$ cat src/rtl/ffba_pkg.sv
// Shared types and constants for the first-fit block bitmap allocator.
// No dependencies; imported by ffba_ring and the allocator core.
`timescale 1ns / 1ps
`default_nettype none

package ffba_pkg;

  localparam int NUM_BLOCKS_DEF = 128;

  localparam int FUNC_W     = 2;
  localparam int BLOCK_W    = 7;
  localparam int RUN_LEN_W  = 8;

  localparam logic [FUNC_W-1:0] FUNC_FIND      = 2'd0;
  localparam logic [FUNC_W-1:0] FUNC_MARK_USED = 2'd1;
  localparam logic [FUNC_W-1:0] FUNC_MARK_FREE = 2'd2;
  localparam logic [FUNC_W-1:0] FUNC_TEST      = 2'd3;

  // Control from the scan sequencer to the bitmap ring.
  typedef struct packed {
    logic shift;   // rotate the ring by one block
    logic wr_bit;  // value re-entering the tail cell
  } ring_ctrl_t;

endpackage

`default_nettype wire

$ cat src/rtl/ffba_cell.sv
// One bitmap cell: the used bit of one block, loaded from its neighbor on shift.
// Depends on nothing.
`timescale 1ns / 1ps
`default_nettype none

module ffba_cell (
  input  wire logic clk,
  input  wire logic rst,
  input  wire logic shift,
  input  wire logic d,
  output logic      q
);

  always_ff @(posedge clk) begin
    if (rst) begin
      q <= 1'b0;
    end else if (shift) begin
      q <= d;
    end
  end

endmodule

`default_nettype wire

$ cat src/rtl/ffba_ring.sv
// Circular chain of bitmap cells; cell 0 is the head seen by the sequencer.
// Depends on ffba_pkg and ffba_cell.
`timescale 1ns / 1ps
`default_nettype none

module ffba_ring
  import ffba_pkg::*;
#(
  parameter int NUM_BLOCKS = NUM_BLOCKS_DEF
) (
  input  wire logic       clk,
  input  wire logic       rst,
  input  wire ring_ctrl_t ctrl,
  output logic            head
);

  logic [NUM_BLOCKS-1:0] q;

  for (genvar i = 0; i < NUM_BLOCKS; i++) begin : g_cell
    logic d;
    if (i == NUM_BLOCKS - 1) begin : g_tail
      assign d = ctrl.wr_bit;
    end else begin : g_mid
      assign d = q[i+1];
    end
    ffba_cell u_cell (
      .clk   (clk),
      .rst   (rst),
      .shift (ctrl.shift),
      .d     (d),
      .q     (q[i])
    );
  end

  assign head = q[0];

endmodule

`default_nettype wire

$ cat src/rtl/first_fit_block_bitmap_allocator_core.sv
// First-fit block bitmap allocator. The used bits of NUM_BLOCKS blocks sit in a
// ring of cells that rotates one block per cycle past a single head cell, except
// while a scan is stalled; every request (find free run, mark used, mark free,
// test) makes exactly one full rotation, and no new request is accepted until
// that rotation ends. The result is held in an output register; a new request
// is taken while a result still waits, and a scan pauses on its last block only
// if the previous result has not been transferred yet.
// Depends on ffba_pkg and ffba_ring.
`timescale 1ns / 1ps
`default_nettype none

module first_fit_block_bitmap_allocator_core
  import ffba_pkg::*;
#(
  parameter int NUM_BLOCKS = NUM_BLOCKS_DEF
) (
  input  wire logic                 clk,
  input  wire logic                 rst,
  input  wire logic                 in_valid,
  output logic                      in_ready,
  input  wire logic [FUNC_W-1:0]    func,
  input  wire logic [BLOCK_W-1:0]   first_block,
  input  wire logic [RUN_LEN_W-1:0] run_length,
  output logic                      out_valid,
  input  wire logic                 out_ready,
  output logic                      ok,
  output logic [BLOCK_W-1:0]        block,
  output logic                      block_used
);

  localparam int STEP_W = $clog2(NUM_BLOCKS);
  localparam int W      = (STEP_W + 1 > 10) ? STEP_W + 1 : 10;
  localparam logic [STEP_W-1:0] LAST_STEP = STEP_W'(NUM_BLOCKS - 1);
  localparam logic [W-1:0]      NUM_W     = W'(NUM_BLOCKS);

  typedef enum logic {IDLE, SCAN} state_t;

  state_t               state;
  logic [STEP_W-1:0]    step;
  logic [FUNC_W-1:0]    cur_func;
  logic [BLOCK_W-1:0]   cur_first;
  logic [RUN_LEN_W-1:0] cur_len;
  logic [RUN_LEN_W-1:0] run;
  logic                 found;
  logic [BLOCK_W-1:0]   blk;
  logic                 used;

  ring_ctrl_t ring_ctrl;
  logic       head;

  logic [W-1:0]         k_w, first_w, end_w, start_w;
  logic                 in_range, in_mark, last, load;
  logic [RUN_LEN_W:0]   run_inc;
  logic [RUN_LEN_W-1:0] run_next;
  logic                 hit, found_next, used_next;
  logic [BLOCK_W-1:0]   blk_next;
  logic                 ok_next;

  ffba_ring #(.NUM_BLOCKS(NUM_BLOCKS)) u_ring (
    .clk  (clk),
    .rst  (rst),
    .ctrl (ring_ctrl),
    .head (head)
  );

  assign in_ready = (state == IDLE);

  assign k_w      = W'(step);
  assign first_w  = W'(cur_first);
  assign end_w    = first_w + W'(cur_len);
  assign in_range = (k_w >= first_w);
  assign in_mark  = in_range && (k_w < end_w);
  assign last     = (step == LAST_STEP);
  assign load     = (state == SCAN) && last && (!out_valid || out_ready);
  assign run_inc  = {1'b0, run} + 1'b1;
  assign start_w  = k_w + W'(1) - W'(cur_len);

  always_comb begin
    run_next   = run;
    hit        = 1'b0;
    used_next  = used;
    ring_ctrl.shift  = (state == SCAN) && (!last || load);
    ring_ctrl.wr_bit = head;
    unique case (cur_func)
      FUNC_FIND: begin
        if (in_range && !found) begin
          if (head) begin
            run_next = '0;
          end else begin
            run_next = run_inc[RUN_LEN_W-1:0];
            hit      = (cur_len != '0) && (run_inc == {1'b0, cur_len});
          end
        end
      end
      FUNC_MARK_USED, FUNC_MARK_FREE: begin
        if (in_mark) begin
          ring_ctrl.wr_bit = (cur_func == FUNC_MARK_USED);
        end
      end
      FUNC_TEST: begin
        if (k_w == first_w) begin
          used_next = head;
        end
      end
      default: ;
    endcase
    found_next = found | hit;
    blk_next   = hit ? start_w[BLOCK_W-1:0] : blk;
    case (cur_func)
      FUNC_FIND:                      ok_next = (cur_len == '0) || found_next;
      FUNC_MARK_USED, FUNC_MARK_FREE: ok_next = (end_w <= NUM_W);
      default:                        ok_next = 1'b1;
    endcase
  end

  always_ff @(posedge clk) begin
    if (rst) begin
      state     <= IDLE;
      step      <= '0;
      out_valid <= 1'b0;
    end else begin
      if (out_valid && out_ready && !load) begin
        out_valid <= 1'b0;
      end
      unique case (state)
        IDLE: begin
          if (in_valid) begin
            state     <= SCAN;
            step      <= '0;
            cur_func  <= func;
            cur_first <= first_block;
            cur_len   <= run_length;
            run       <= '0;
            found     <= 1'b0;
            blk       <= first_block;
            used      <= 1'b0;
          end
        end
        SCAN: begin
          if (ring_ctrl.shift) begin
            run   <= run_next;
            found <= found_next;
            blk   <= blk_next;
            used  <= used_next;
            step  <= last ? '0 : step + 1'b1;
          end
          if (load) begin
            state      <= IDLE;
            out_valid  <= 1'b1;
            ok         <= ok_next;
            block      <= blk_next;
            block_used <= (cur_func == FUNC_TEST) && used_next;
          end
        end
        default: state <= IDLE;
      endcase
    end
  end

  // The ring must be back in alignment whenever no scan runs.
  a_idle_aligned: assert property (@(posedge clk) disable iff (rst)
    state == IDLE |-> step == '0)
    else $error("step counter not at zero while idle");

  a_stall_only_when_full: assert property (@(posedge clk) disable iff (rst)
    (state == SCAN && !ring_ctrl.shift) |-> (last && out_valid && !out_ready))
    else $error("ring stalled without a pending result");

  a_load_ends_scan: assert property (@(posedge clk) disable iff (rst)
    load |=> (state == IDLE && out_valid))
    else $error("result load did not end the scan");

  a_found_only_on_find: assert property (@(posedge clk) disable iff (rst)
    (state == SCAN && found) |-> cur_func == FUNC_FIND)
    else $error("run found outside a find request");

endmodule

`default_nettype wire
$ cat config.mk
export PLATFORM = sky130hd
export DESIGN_NAME = first_fit_block_bitmap_allocator_core
export DESIGN_NICKNAME = d
export VERILOG_FILES = /design/src/rtl/ffba_pkg.sv /design/src/rtl/ffba_cell.sv /design/src/rtl/ffba_ring.sv /design/src/rtl/first_fit_block_bitmap_allocator_core.sv
export SDC_FILE = /design/constraint.sdc
export NUM_CORES = 1
export LEC_CHECK = 0
export ABC_AREA = 1
export BUFFER_PORTS_ARGS = -buffer_cell sky130_fd_sc_hd__buf_2
export CAP_MARGIN = 15
export CORE_ASPECT_RATIO = 0.8
export CORE_MARGIN = 10
export CORE_UTILIZATION = 39
export DETAILED_ROUTE_END_ITERATION = 10
export PLACE_DENSITY_LB_ADDON = 0.1
export SKIP_CTS_REPAIR_TIMING = 1
export SLEW_MARGIN = 20
export SYNTH_ARGS = -nofsm -noshare
export SYNTH_HDL_FRONTEND = slang
export SYNTH_SLANG_ARGS = --single-unit
$ cat constraint.sdc
create_clock -name clk -period 6.6 [get_ports clk]
set_input_delay 0.33 -clock clk [delete_from_list [all_inputs] [get_ports clk]]
set_output_delay 0.33 -clock clk [all_outputs]
set_load 0.005 [all_outputs]
==> results.cfg <==
[timing]
finalSetupViolations = 0
finalHoldViolCount = 0
fin_skew_ns = 0.0130
worst_slew_pin_slew_ns = 1.07
finalSetupTns_ns = 0
slew_viol_final = 0
fin_crit_sh = 0.444
whs_ns = 0.0692
max_slew_margin = 0.288
fin_ws_ns = 3.67
rsz0062_at_grt = no
max_freq_mhz = 341
min_period_ns = 2.93

[clocking]
clk_pin_slew_ns = 0.07
cts_tree = built
cts-root-buf = clkbuf_16
cts.path.max_buffers = 2
cts_buffers = 17
cts_max_level = 4
clock-sinks = 180
clk_latency_ns = 0.44

[place]
place_worst_setup_slack_ns = 3.64
postPlaceCellArea_sq_um = 8330
place_hpwl_mm = 11.4
io_buffers = 31
gp_congestion = 0.835

[worst_setup_path]
critPathArrivalTime_ns = 3.29
required_ns = 6.96
cp_max_fo = 91
cp-start-kind = flop
cp_slowest_stage_delay_ns = 0.77
cp_top_family = buffers and inverters
crit_buf_inv = 3
worstSetupPathType = reg2reg
slowest_stage = buf_4
path_cells = ha_1 > nand2_1 > nor2_2 > nand3_1 > inv_2 > nand2_2 > nand2_2 > nand2_4 > inv_4 > buf_4 > o21ai_0 > a21oi_1
crit_top_cell = nand2_2
cp-end-kind = flop

[logic_synthesis]
syn_area_sq_um = 8070
ys_seq_elements = 180
synth_edf_count = 43
syn_inst = 999
yosys_most_used_dff = dfxtp_1
postSynth.asyncResetShare = 0
ys_seq_area_frac = 0.500
synth_nets = 1058
synth_warnings = 0
synth_area_per_cell_sq_um = 8.07
synth_cell_types = 37

[layout]
area_growth_pct = 10.2
drive_gt1_frac = 0.0930
final_area_sq_um = 8890
fin_nets = 1069
postLayoutCoreUtil = 0.443
fillers = 2052
antenna_cells = 0

[die]
dieArea_sq_um = 26900
die_y_microns = 149
rows = 46
die_w_microns = 181
start_util = 0.402
core_sq_um = 20100
ios = 32

[drt]
dr.pass1.iters = 5
drt-initial-drc-count = 617
num_vias = 6082
drc = 0
routed_wl_mm = 17.2
wl_per_cell_microns = 13.4
via_per_inst = 4.73
drtAntennaViolNets = 0

[status]
status = finished, final reports clean

[power]
p_leak_nw = 3.49
power_density_nw_per_um2 = 261
irDropWorstVdd_mv = 0.167

[global_routing]
grt-ovfl-total = 0
track_usage = 0.131
grt_max_degree = 109
grt_antenna_before_repair = 0
grt_pass1_wl_mm = 29.1
grt_pass1_vias = 5678

[min_path]
hold_class = in2reg

[flow_run]
cap_violations = 0
==> final timing paths <==
path                                              end  slack (ns)  depth (start not counted)                                startpoint
max            u_ring.g_cell[0].u_cell.q$_SDFFE_PP0P_        3.67                         12                      step[0]$_SDFFE_PP0P_
min                              cur_len[6]$_DFFE_PP_        0.07                          1                             run_length[6]
max reg2reg    u_ring.g_cell[0].u_cell.q$_SDFFE_PP0P_        3.67                         12                      step[0]$_SDFFE_PP0P_
min reg2reg  u_ring.g_cell[124].u_cell.q$_SDFFE_PP0P_        0.46                          2  u_ring.g_cell[125].u_cell.q$_SDFFE_PP0P_
==> cells in the final DEF (no fill, tap or decap), types with 2 or more instances in the layout <==
| cell type | instances |
|---|---|
| a211oi_1 | 3 |
| a21oi_1 | 145 |
| and2_1 | 7 |
| and3_1 | 3 |
| buf_2 | 30 |
| buf_4 | 7 |
| clkbuf_16 | 17 |
| clkinv_4 | 4 |
| dfxtp_1 | 137 |
| edfxtp_1 | 43 |
| fa_1 | 2 |
| ha_1 | 36 |
| inv_1 | 77 |
| inv_2 | 4 |
| inv_6 | 5 |
| inv_8 | 3 |
| nand2_1 | 349 |
| nand2_2 | 9 |
| nand2_4 | 2 |
| nand3_1 | 35 |
| nand3_2 | 2 |
| nand4_1 | 15 |
| nor2_1 | 41 |
| nor2_2 | 2 |
| nor2_4 | 4 |
| nor3_1 | 7 |
| o21ai_0 | 12 |
| xnor2_1 | 4 |
| xor2_1 | 4 |
==> metrics by stage <==
| stage | power, mW | std cells |
|---|---|---|
| 6_report | 2.32 | 1286 |
| 5_1_grt | 2.43 | 1286 |
| 4_1_cts | 2.36 | 1286 |
| 3_5_place_dp | 1.38 | 1255 |
| 3_3_place_gp | 1.38 | 1255 |
| 2_1_floorplan | 1.34 | 999 |
==> flip-flops by register name, indices dropped and copies added (netlist names) <==
register                cells
cur_len                     8
run                         8
cur_first                   7
used                        1
block_used                  1
state                       1
ok                          1
blk                         7
cur_func                    2
block                       7
step                        7
found                       1
out_valid                   1
u_ring.g_cell.u_cell.q    128
==> cells by family after synthesis <==
| family | count (synthesis) | synth area share |
|---|---|---|
| buffers and inverters | 128 | 0.0731 |
| xor gates and xnor gates | 8 | 0.00869 |
| adders and majority gates | 38 | 0.0608 |
| and+or+nand+nor | 481 | 0.254 |
| AOI/OAI and AO/OA | 164 | 0.104 |
| DFF | 180 | 0.500 |
==> cells in the mapped netlist (3+ instances only) <==
master      n  share of area
a211oi_1    3         0.0028
a21oi_1   145          0.090
and2_1      7         0.0054
and3_1      3         0.0023
buf_2      15         0.0093
buf_6      11          0.015
clkbuf_1   17         0.0079
dfxtp_1   137           0.34
edfxtp_1   43           0.16
ha_1       36          0.056
inv_1      77          0.036
inv_2       5         0.0023
nand2_1   349           0.16
nand2_2    10         0.0078
nand3_1    35          0.022
nand4_1    15          0.012
nor2_1     41          0.019
nor2_4      4         0.0056
nor3_1      7         0.0043
o21ai_0    12         0.0074
xnor2_1     4         0.0043
xor2_1      4         0.0043
==> power by group <==
| part | internal (mW) | switching, mW | total [mW] | leakage [nW] |
|---|---|---|---|---|
| Clock | 0.499 | 0.471 | 0.970 | 0.274 |
| Combinational | 0.0513 | 0.133 | 0.184 | 1.71 |
| Sequential | 1.15 | 0.0162 | 1.17 | 1.51 |
==> area by class of cell <==
cell class	count	area, sq um	area share
Sequential cell	180	4030	0.454
Multi-Input combinational cell	691	3450	0.388
Clock buffer	17	425	0.0478
Tap cell	264	330	0.0372
Inverter	83	314	0.0353
Timing Repair Buffer	37	203	0.0228
Clock inverter	14	136	0.0153
==> layer usage <==
metal / global-route usage / vias to the layer above / wire length [microns]
met5: 0 / - / 0
met4: 0.0368 / 0 / 158
met3: 0.0342 / 11 / 623
met2: 0.172 / 74 / 6470
met1: 0.199 / 2736 / 9930
li1: - / 3261 / -
Power figures use the tool's default switching activity.
